### src/hw/rtl/cts_pkg.sv
// Shared constants, types and frequency tables for the channel-to-synthesizer
// tuning block. No dependencies; used by every other file of the block.
`default_nettype none

package cts_pkg;

   // Storage sizing
   localparam int CUSTOM_ENTRIES = 8;
   localparam int FREQ_BITS      = 13;
   localparam int CE_IDX_W       = (CUSTOM_ENTRIES > 1) ? $clog2(CUSTOM_ENTRIES) : 1;

   // Field widths on the channels
   localparam int CMD_W      = 1;
   localparam int CHANNEL_W  = 6;
   localparam int ENTRY_W    = 3;
   localparam int NEWFREQ_W  = 13;
   localparam int FRAME_W    = 25;
   localparam int TUNED_W    = 13;
   localparam int STATUS_W   = 2;

   // Configuration port
   localparam int CSR_ADDR_W = 3;
   localparam int CSR_DATA_W = 32;

   // Synthesizer word
   localparam int                     LO_OFFSET    = 479;
   localparam logic [3:0]             SYNTH_ADDR   = 4'h1;
   localparam int                     DATA_W       = 20;
   localparam logic [FREQ_BITS-1:0]   DEFAULT_FREQ = FREQ_BITS'(5800);
   localparam logic [CHANNEL_W-1:0]   MAX_CHANNEL  = CHANNEL_W'(55);
   localparam logic [2:0]             CUSTOM_BAND  = 3'd6;
   localparam logic [2:0]             L_BAND       = 3'd5;

   // Commands
   localparam logic [CMD_W-1:0] CMD_TUNE  = 1'b0;
   localparam logic [CMD_W-1:0] CMD_WRITE = 1'b1;

   // Register indexes
   localparam logic REG_L_ALT  = 1'b0;
   localparam logic REG_LOCKED = 1'b1;

   typedef enum logic [STATUS_W-1:0] {
      ST_SENT     = 2'd0,
      ST_LOCKED   = 2'd1,
      ST_REJECTED = 2'd2,
      ST_WRITTEN  = 2'd3
   } status_type;

   typedef logic [FREQ_BITS-1:0] freq_type;

   localparam logic [12:0] BAND_TABLE [6][8] = '{
      '{13'd5865, 13'd5845, 13'd5825, 13'd5805, 13'd5785, 13'd5765, 13'd5745, 13'd5725},
      '{13'd5733, 13'd5752, 13'd5771, 13'd5790, 13'd5809, 13'd5828, 13'd5847, 13'd5866},
      '{13'd5705, 13'd5685, 13'd5665, 13'd5645, 13'd5885, 13'd5905, 13'd5925, 13'd5945},
      '{13'd5740, 13'd5760, 13'd5780, 13'd5800, 13'd5820, 13'd5840, 13'd5860, 13'd5880},
      '{13'd5658, 13'd5695, 13'd5732, 13'd5769, 13'd5806, 13'd5843, 13'd5880, 13'd5917},
      '{13'd5362, 13'd5399, 13'd5436, 13'd5473, 13'd5510, 13'd5547, 13'd5584, 13'd5621}
   };

   localparam logic [12:0] L_ALT_TABLE [8] = '{
      13'd5333, 13'd5373, 13'd5413, 13'd5453, 13'd5493, 13'd5533, 13'd5573, 13'd5613
   };

   // Fixed grid lookup for bands 0..5; anything else falls back to the default
   function automatic freq_type fixed_freq(input logic [2:0] band, input logic [2:0] slot);
      freq_type f;
      f = DEFAULT_FREQ;
      if (band < 3'd6) begin
         f = FREQ_BITS'(BAND_TABLE[band][slot]);
      end
      return f;
   endfunction

   function automatic freq_type l_alt_freq(input logic [2:0] slot);
      return FREQ_BITS'(L_ALT_TABLE[slot]);
   endfunction

   // Power-up contents of custom slot i
   function automatic freq_type custom_reset(input int i);
      return FREQ_BITS'(5740 + 20 * i);
   endfunction

endpackage

`default_nettype wire

### src/hw/rtl/cts_req_if.sv
// Command channel carrying channel selects and custom slot writes.
// Depends on cts_pkg for field widths.
`default_nettype none

interface cts_req_if;
   logic                              valid;
   logic                              ready;
   logic [cts_pkg::CMD_W-1:0]         cmd;
   logic [cts_pkg::CHANNEL_W-1:0]     channel;
   logic [cts_pkg::ENTRY_W-1:0]       entry;
   logic [cts_pkg::NEWFREQ_W-1:0]     new_freq;

   modport source (output valid, cmd, channel, entry, new_freq, input ready);
   modport sink   (input valid, cmd, channel, entry, new_freq, output ready);
endinterface

`default_nettype wire

### src/hw/rtl/cts_rsp_if.sv
// Result channel carrying the synthesizer word, tuned frequency and status.
// Depends on cts_pkg for field widths.
`default_nettype none

interface cts_rsp_if;
   logic                              valid;
   logic                              ready;
   logic [cts_pkg::FRAME_W-1:0]       frame;
   logic [cts_pkg::TUNED_W-1:0]       tuned_freq;
   logic [cts_pkg::STATUS_W-1:0]      status;

   modport source (output valid, frame, tuned_freq, status, input ready);
   modport sink   (input valid, frame, tuned_freq, status, output ready);
endinterface

`default_nettype wire

### src/hw/rtl/cts_frame_build.sv
// Converts a frequency in MHz into the 25-bit synthesizer register word.
// Depends on cts_pkg.
`default_nettype none

module cts_frame_build (
   input  wire logic [cts_pkg::FREQ_BITS-1:0] freq,
   output logic      [cts_pkg::FRAME_W-1:0]   frame
);
   import cts_pkg::*;

   logic [FREQ_BITS-1:0] lo;
   logic [FREQ_BITS+1:0] data_wide;
   logic [DATA_W-1:0]    data;

   always_comb begin
      // LO saturates at zero below the offset
      if (freq >= FREQ_BITS'(LO_OFFSET)) begin
         lo = (freq - FREQ_BITS'(LO_OFFSET)) >> 1;
      end else begin
         lo = '0;
      end
      // N = lo/32 lands at bit 7, A = lo%32 at bit 0
      data_wide = {lo[FREQ_BITS-1:5], 7'b0} | (FREQ_BITS+2)'(lo[4:0]);
      data      = DATA_W'(data_wide);
      frame     = {data, 1'b1, SYNTH_ADDR};
   end

endmodule

`default_nettype wire

### src/hw/rtl/channel_to_synth_frame.sv
// Channel-to-synthesizer tuning block for a 5.8 GHz video receiver.
// Depends on cts_pkg, cts_req_if, cts_rsp_if and cts_frame_build.
//
// Usage:
//   req_bus (valid/ready) takes one command per beat: a channel select
//   (cmd 0) that looks up the frequency and builds the synthesizer word, or a
//   custom slot write (cmd 1) that stores new_freq in the band 6 table.
//   rsp_bus returns exactly one beat per command: frame (0 when nothing is
//   sent), the frequency last sent, and a status code.
//   csr_* is an APB-style port: offset 0 selects the alternate L band grid,
//   offset 4 locks tuning. Write registers only while no command is in flight.
// Timing:
//   A command is registered on acceptance and its result is registered when it
//   moves on from the input register to the result register. One command per
//   cycle is sustained while rsp_bus.ready stays high; the table read and frame
//   arithmetic sit between the input register and the result register.
// Reset:
//   Synchronous. Both channels empty, configuration registers cleared, custom slots back to
//   5740..5880 MHz in 20 MHz steps, last frequency 5800 MHz.
// Back-pressure:
//   While rsp_bus.ready is low the result holds; one more command still
//   enters the input register, then req_bus.ready drops.
`default_nettype none

module channel_to_synth_frame (
   input  wire logic                           clock,
   input  wire logic                           reset,
   cts_req_if.sink                             req_bus,
   cts_rsp_if.source                           rsp_bus,
   input  wire logic                           csr_psel,
   input  wire logic                           csr_penable,
   input  wire logic                           csr_pwrite,
   input  wire logic [cts_pkg::CSR_ADDR_W-1:0] csr_paddr,
   input  wire logic [cts_pkg::CSR_DATA_W-1:0] csr_pwdata,
   output logic      [cts_pkg::CSR_DATA_W-1:0] csr_prdata,
   output logic                                csr_pready
);
   import cts_pkg::*;

   // Configuration
   logic l_alt_ff,  l_alt_in;
   logic locked_ff, locked_in;
   logic csr_write;

   // Input register
   logic                  s1_valid_ff, s1_valid_in;
   logic [CMD_W-1:0]      s1_cmd_ff;
   logic [CHANNEL_W-1:0]  s1_channel_ff;
   logic [ENTRY_W-1:0]    s1_entry_ff;
   logic [NEWFREQ_W-1:0]  s1_new_freq_ff;

   // Block state
   freq_type custom_ff [CUSTOM_ENTRIES];
   freq_type last_freq_ff, last_freq_in;

   // Result register
   logic               out_valid_ff, out_valid_in;
   logic [FRAME_W-1:0] frame_ff, frame_in;
   logic [TUNED_W-1:0] tuned_ff;
   status_type         status_ff, status_in;

   logic               req_take;
   logic               advance;
   logic [2:0]         band;
   logic [2:0]         slot;
   logic [4:0]         slot_ext;
   logic [4:0]         entry_ext;
   logic               custom_we;
   freq_type           freq;
   logic [FRAME_W-1:0] built_frame;

   cts_frame_build u_frame (
      .freq  (freq),
      .frame (built_frame)
   );

   // APB configuration; one register per word, index from paddr[2]
   assign csr_pready = 1'b1;
   assign csr_write  = csr_psel && csr_penable && csr_pwrite;

   always_comb begin
      l_alt_in  = l_alt_ff;
      locked_in = locked_ff;
      if (csr_write) begin
         case (csr_paddr[2])
            REG_L_ALT:  l_alt_in  = csr_pwdata[0];
            REG_LOCKED: locked_in = csr_pwdata[0];
            default:    l_alt_in  = l_alt_ff;
         endcase
      end
      case (csr_paddr[2])
         REG_L_ALT:  csr_prdata = CSR_DATA_W'(l_alt_ff);
         REG_LOCKED: csr_prdata = CSR_DATA_W'(locked_ff);
         default:    csr_prdata = '0;
      endcase
   end

   // Handshake: the item in the input register moves on when the result slot frees
   assign advance       = s1_valid_ff && (!out_valid_ff || rsp_bus.ready);
   assign req_bus.ready = !s1_valid_ff || advance;
   assign req_take      = req_bus.valid && req_bus.ready;

   always_comb begin
      s1_valid_in = s1_valid_ff;
      if (req_take) begin
         s1_valid_in = 1'b1;
      end else if (advance) begin
         s1_valid_in = 1'b0;
      end
      out_valid_in = out_valid_ff;
      if (advance) begin
         out_valid_in = 1'b1;
      end else if (rsp_bus.ready) begin
         out_valid_in = 1'b0;
      end
   end

   // Frequency lookup for the registered command
   assign band      = s1_channel_ff[5:3];
   assign slot      = s1_channel_ff[2:0];
   assign slot_ext  = {2'b0, slot};
   assign entry_ext = {2'b0, s1_entry_ff};

   always_comb begin
      if (band == CUSTOM_BAND) begin
         if (slot_ext < 5'(CUSTOM_ENTRIES)) begin
            freq = custom_ff[slot_ext[CE_IDX_W-1:0]];
         end else begin
            freq = DEFAULT_FREQ;
         end
      end else if (band == L_BAND && l_alt_ff) begin
         freq = l_alt_freq(slot);
      end else begin
         freq = fixed_freq(band, slot);
      end
   end

   // Command decode
   always_comb begin
      frame_in     = '0;
      last_freq_in = last_freq_ff;
      custom_we    = 1'b0;
      if (s1_cmd_ff == CMD_WRITE) begin
         status_in = ST_WRITTEN;
         custom_we = advance && (entry_ext < 5'(CUSTOM_ENTRIES));
      end else if (s1_channel_ff > MAX_CHANNEL) begin
         status_in = ST_REJECTED;
      end else if (locked_ff) begin
         status_in = ST_LOCKED;
      end else begin
         status_in    = ST_SENT;
         frame_in     = built_frame;
         last_freq_in = freq;
      end
   end

   always_ff @(posedge clock) begin
      if (reset) begin
         l_alt_ff     <= 1'b0;
         locked_ff    <= 1'b0;
         s1_valid_ff  <= 1'b0;
         out_valid_ff <= 1'b0;
         last_freq_ff <= DEFAULT_FREQ;
         for (int i = 0; i < CUSTOM_ENTRIES; i++) begin
            custom_ff[i] <= custom_reset(i);
         end
      end else begin
         l_alt_ff     <= l_alt_in;
         locked_ff    <= locked_in;
         s1_valid_ff  <= s1_valid_in;
         out_valid_ff <= out_valid_in;
         if (advance) begin
            last_freq_ff <= last_freq_in;
         end
         if (custom_we) begin
            custom_ff[entry_ext[CE_IDX_W-1:0]] <= FREQ_BITS'(s1_new_freq_ff);
         end
      end
   end

   // Payload registers
   always_ff @(posedge clock) begin
      if (req_take) begin
         s1_cmd_ff      <= req_bus.cmd;
         s1_channel_ff  <= req_bus.channel;
         s1_entry_ff    <= req_bus.entry;
         s1_new_freq_ff <= req_bus.new_freq;
      end
      if (advance) begin
         frame_ff  <= frame_in;
         tuned_ff  <= TUNED_W'(last_freq_in);
         status_ff <= status_in;
      end
   end

   assign rsp_bus.valid      = out_valid_ff;
   assign rsp_bus.frame      = frame_ff;
   assign rsp_bus.tuned_freq = tuned_ff;
   assign rsp_bus.status     = status_ff;

`ifndef NO_ASSERTIONS
   a_reset_empty : assert property (@(posedge clock)
      $past(reset) |-> (!out_valid_ff && !s1_valid_ff))
      else $error("pipeline not empty after reset");

   a_sent_header : assert property (@(posedge clock) disable iff (reset)
      (out_valid_ff && status_ff == ST_SENT) |-> (frame_ff[3:0] == SYNTH_ADDR && frame_ff[4]))
      else $error("sent frame lacks address and write bit");

   a_no_frame : assert property (@(posedge clock) disable iff (reset)
      (out_valid_ff && status_ff != ST_SENT) |-> (frame_ff == '0))
      else $error("frame present on a result that sends nothing");

   a_last_freq : assert property (@(posedge clock) disable iff (reset)
      (advance && s1_cmd_ff == CMD_WRITE) |=> $stable(last_freq_ff))
      else $error("custom write changed the tuned frequency");
`endif

endmodule

`default_nettype wire
### src/flat_wrapper.sv
// flat-port wrapper written by rule: the top's interface ports become plain ports
module channel_to_synth_frame_flat import cts_pkg::*;
  (clock, reset, csr_psel, csr_penable, csr_pwrite, csr_paddr, csr_pwdata, csr_prdata, csr_pready, req_bus_valid, req_bus_cmd, req_bus_channel, req_bus_entry, req_bus_new_freq, req_bus_ready, rsp_bus_valid, rsp_bus_frame, rsp_bus_tuned_freq, rsp_bus_status, rsp_bus_ready);
  cts_req_if req_bus_i ();
  cts_rsp_if rsp_bus_i ();
  input  wire logic clock;
  input  wire logic reset;
  input  wire logic csr_psel;
  input  wire logic csr_penable;
  input  wire logic csr_pwrite;
  input  wire logic [cts_pkg::CSR_ADDR_W-1:0] csr_paddr;
  input  wire logic [cts_pkg::CSR_DATA_W-1:0] csr_pwdata;
  output logic      [cts_pkg::CSR_DATA_W-1:0] csr_prdata;
  output logic csr_pready;
  input wire logic [$bits(req_bus_i.valid)-1:0] req_bus_valid;
  input wire logic [$bits(req_bus_i.cmd)-1:0] req_bus_cmd;
  input wire logic [$bits(req_bus_i.channel)-1:0] req_bus_channel;
  input wire logic [$bits(req_bus_i.entry)-1:0] req_bus_entry;
  input wire logic [$bits(req_bus_i.new_freq)-1:0] req_bus_new_freq;
  output wire logic [$bits(req_bus_i.ready)-1:0] req_bus_ready;
  output wire logic [$bits(rsp_bus_i.valid)-1:0] rsp_bus_valid;
  output wire logic [$bits(rsp_bus_i.frame)-1:0] rsp_bus_frame;
  output wire logic [$bits(rsp_bus_i.tuned_freq)-1:0] rsp_bus_tuned_freq;
  output wire logic [$bits(rsp_bus_i.status)-1:0] rsp_bus_status;
  input wire logic [$bits(rsp_bus_i.ready)-1:0] rsp_bus_ready;
  assign req_bus_i.valid = req_bus_valid;
  assign req_bus_i.cmd = req_bus_cmd;
  assign req_bus_i.channel = req_bus_channel;
  assign req_bus_i.entry = req_bus_entry;
  assign req_bus_i.new_freq = req_bus_new_freq;
  assign req_bus_ready = req_bus_i.ready;
  assign rsp_bus_valid = rsp_bus_i.valid;
  assign rsp_bus_frame = rsp_bus_i.frame;
  assign rsp_bus_tuned_freq = rsp_bus_i.tuned_freq;
  assign rsp_bus_status = rsp_bus_i.status;
  assign rsp_bus_i.ready = rsp_bus_ready;
  channel_to_synth_frame u_core (.clock(clock), .reset(reset), .req_bus(req_bus_i), .rsp_bus(rsp_bus_i), .csr_psel(csr_psel), .csr_penable(csr_penable), .csr_pwrite(csr_pwrite), .csr_paddr(csr_paddr), .csr_pwdata(csr_pwdata), .csr_prdata(csr_prdata), .csr_pready(csr_pready));
endmodule
### config.mk
export PLATFORM = sky130hd
export DESIGN_NAME = channel_to_synth_frame_flat
export DESIGN_NICKNAME = d
export VERILOG_FILES = /design/src/hw/rtl/cts_pkg.sv /design/src/hw/rtl/cts_req_if.sv /design/src/hw/rtl/cts_rsp_if.sv /design/src/hw/rtl/cts_frame_build.sv /design/src/hw/rtl/channel_to_synth_frame.sv /design/src/flat_wrapper.sv
export SDC_FILE = /design/constraint.sdc
export NUM_CORES = 1
export LEC_CHECK = 0
export ABC_AREA = 0
export BUFFER_PORTS_ARGS = -buffer_cell sky130_fd_sc_hd__buf_2
export CAP_MARGIN = 20
export CORE_MARGIN = 1.5
export CORE_UTILIZATION = 50
export DETAILED_ROUTE_END_ITERATION = 8
export MAX_ROUTING_LAYER = met4
export PLACE_DENSITY = 0.73
export RECOVER_POWER = 100
export SYNTH_ARGS = -nofsm -noshare
export SYNTH_HDL_FRONTEND = slang
export SYNTH_HIERARCHICAL = 1
export SYNTH_SLANG_ARGS = --single-unit
### constraint.sdc
create_clock -name clock -period 3.7 [get_ports clock]
set_clock_uncertainty 0.1 [all_clocks]
set_input_delay 0.74 -clock clock [delete_from_list [all_inputs] [get_ports clock]]
set_output_delay 0.74 -clock clock [all_outputs]
set_load 0.01 [all_outputs]
==> results.md <==
* Outcome: finished with violations
* Failing checks: max-capacitance violations, max-slew violations
* Slew @ Worst Pin at 2.02 ns
* Ys flop type: edfxtp_1
* Die W at 141 um
* Crit path launch type: flip-flop
* Gpl congestion at 0.873
* Post-synthesis mux area share at 8.07%
* Fmax at 0.291 GHz
* Vias at 6053
* Vias/cell at 5.50
* Die area at 0.0198 mm^2
* Synth warn at 6
* Synth area leaders: edfxtp_1, and2_1, mux4_2, dfxtp_1, buf_4
* HP Class: flip-flop to flip-flop
* Fraction of the yosys area taken by sequential cells at 57.1%
* Crit path kind: flip-flop to flip-flop
* Max Slew Vio Count at 88
* Peak supply drop at 0.338 mV
* CTS tree: done
* Largest family of logic cells by synthesized area: simple AND/OR/NAND/NOR gates
* CTS clk-pin slew, worst paths at 0.07 ns
* Worst EP required at 3.79 ns
* CP max stage cell: edfxtp_1
* Syn-to-layout area delta at 10.3%
* Maxcap violations at 3
* Drt pass-1 iters at 7
* Crit path capture type: flip-flop
* Dpl cells at 1069
* Core ar. at 0.0186 mm^2
* Gr ovfl total at 0
* Worst skew pair latency at 0.44 ns
* Most common cell after layout, fill and taps aside: edfxtp_1
* Slew Limit Headroom at -34.5%
* HPWL Detailed at 12.9 mm
* Highest-count cells in the layout ignoring fill and taps: edfxtp_1, clkbuf_1, and2_1
* Post-CTS Setup Inserts at 0
* Total global-route track usage at 21.1%
* DR WL/cell at 17.7 um
* Leakage at 0.00360 uW
* Chip Height at 141 um
* Worst path max stage delay at 0.39 ns
* Crit Path Max Fanout at 7
* Xor and xnor area share after synthesis at 0.646%
* EDFF count, synth at 167
* Pre-CTS setup slack at 0.375 ns
* Final wirelength at 19.5 mm
* Most common cell on crit path: and2_1
* WP buf/inv at 2
* Design area at 0.0105 mm^2
* ANT cells at 0
* H-tree levels at 4
* CTS Buf Count at 17
* Total Nets Final at 936
* Cells after synthesis at 772
* Number of port buffers at 74
* Area after DPL at 0.0101 mm^2
* Initial antenna violation count at 0
* Tmin final at 3.43 ns
* Synth Cell Area at 0.00949 mm^2
* Compound-cell area share of the yosys netlist at 7.98%
* Largest net degree at the start of global routing at 41
* P per Cell Area at 452 mW/mm^2
* Fillers at 1578
* Hold buffer count at cts at 0
* Asr flop ratio synth at 0%
* Syn Area/Cell at 12.3 um^2
* Drt first-iter violations at 762
* Final worst slack at 0.267 ns
* CP top delay family: compound AO/OA/AOI/OAI gates
* WP data arrival at 3.52 ns
* Routed Antenna Nets at 0
* Top cell type's share of synthesized area at 52.9%
* Final Hold Vio Count at 0
* Area occupied by registers at 0.00542 mm^2
* Synthesized flop and latch total at 187
* First-pass GRT wire length at 31.0 mm
* Clk buf depth at 2
* DRC viols at 0
* RSZ-0062 raised after global routing: no
* Setup violators final at 0
* Simple-gate portion of the synthesized area at 17.1%
* CTS resizes at 0
* Setup TNS at 0 ns
* Starting Density at 50.9%
* CTS sink cnt at 187
* CP Cell Sequence: inv_1, ha_1, and2_1, o21ai_0, buf_4, a32oi_1, a31o_1, nand3_2, o21bai_1, a21boi_0, o21a_1, and2_1
* Synth Area in Adders at 2.24%
* Number of global-route vias before repair at 5790
* Clk Tree Root Cell: clkbuf_16
* Placement Rows at 50
* IO Pins at 140
* Count of cell types in the netlist at 72
* Fin crit share at 92.8%
* Area of the multi-input gates at 0.00355 mm^2
* Synth area leader: edfxtp_1
* Non-filler cells, final at 1101
* Share of cells above drive strength 1 at 13.0%
layer usage:
metal	wire length, um	global-route usage [%]	up-vias
met5	0	-	-
met4	342	6.91	0
met3	1040	3.94	29
met2	9540	34.3	201
met1	8590	26.9	2930
li1	-	-	2893
final timing paths:
kind / startpoint / end / slack (ns) / depth (start not counted)
max reg2reg: u_core/s1_channel_ff[4] / u_core/rsp_bus.frame[13] / 0.27 / 12
min reg2reg: u_core/last_freq_ff[2] / u_core/last_freq_ff[2] / 0.35 / 2
min: u_core/last_freq_ff[2] / u_core/last_freq_ff[2] / 0.35 / 2
max: u_core/s1_channel_ff[4] / u_core/rsp_bus.frame[13] / 0.27 / 12
final cells by class:
| cell class | instances | area share, % |
|---|---|---|
| clock buffer | 17 | 4.07 |
| clock inverter | 15 | 1.55 |
| inverter | 17 | 0.610 |
| multi-input combinational | 519 | 34.0 |
| sequential | 187 | 51.7 |
| tap | 234 | 2.80 |
| timing repair buffer | 112 | 5.26 |
registers in the layout (all words and copies together) (netlist names), named ones only:
signal,flops
u_core/s1_entry_ff,3
u_core/s1_cmd_ff,1
u_core/rsp_bus.tuned_freq,13
u_core/s1_new_freq_ff,13
u_core/rsp_bus.status,2
u_core/s1_valid_ff,1
u_core/rsp_bus.valid,1
u_core/s1_channel_ff,6
u_core/custom_ff,104
u_core/l_alt_ff,1
u_core/last_freq_ff,13
u_core/locked_ff,1
u_core/rsp_bus.frame,25
synth_stat cells (3+ instances only):
cell	number
edfxtp_1	167
and2_1	82
buf_4	48
nand2_1	48
or3_1	43
nor2_1	40
mux2i_1	27
o21ai_0	25
nand2b_1	23
a21oi_1	21
dfxtp_1	20
mux4_2	20
clkbuf_1	19
buf_2	18
ha_1	17
inv_1	15
nand3_1	12
or2_2	8
a31oi_1	7
nor2b_1	7
nor3_1	6
o21ai_1	6
a22oi_1	5
a22o_1	4
buf_6	4
conb_1	4
mux2_2	4
o22a_1	4
xor2_1	4
a211oi_1	3
nor3b_1	3
o2111ai_1	3
o211ai_1	3
o221ai_1	3
xnor2_1	3
kinds of logic (layout without fill, tap and decap cells):
kind of cell	after synthesis	in the layout
XOR/XNOR	7	7
AND/OR/NAND/NOR	289	289
other	4	45
buffers and inverters	107	161
multiplexers	51	51
flip-flops	187	187
AO/OA/AOI/OAI	110	110
adder cells (fa/ha/maj)	17	17
power by group:
| part | switching (uW) | internal (uW) | leakage [uW] | total [uW] |
|---|---|---|---|---|
| Combinational | 326 | 190 | 0.00165 | 516 |
| Sequential | 41.4 | 2380 | 0.00167 | 2420 |
| Clock | 836 | 955 | 0.000279 | 1790 |
| Total | 1200 | 3530 | 0.00360 | 4730 |
worst reg2reg max path: cells and delay by family (launching register included):
family | cells | cell delay, ns
flops | 1 | 0.39
fa+ha+maj | 1 | 0.31
buf+inv | 2 | 0.34
compound gates | 6 | 1.44
simple gates | 3 | 0.63
through the flow:
| stage | hold slack (ns) | util [%] | total power, uW |
|---|---|---|---|
| floorplan | 0.328 | - | 2850 |
| global placement | 0.337 | 54.0 | 2990 |
| detailed placement | 0.343 | 54.0 | 3000 |
| CTS | 0.353 | 57.2 | 4790 |
| global route | 0.357 | 56.1 | 4900 |
| finish | 0.352 | 56.1 | 4730 |
No activity file was read; power rests on OpenSTA's default activity.
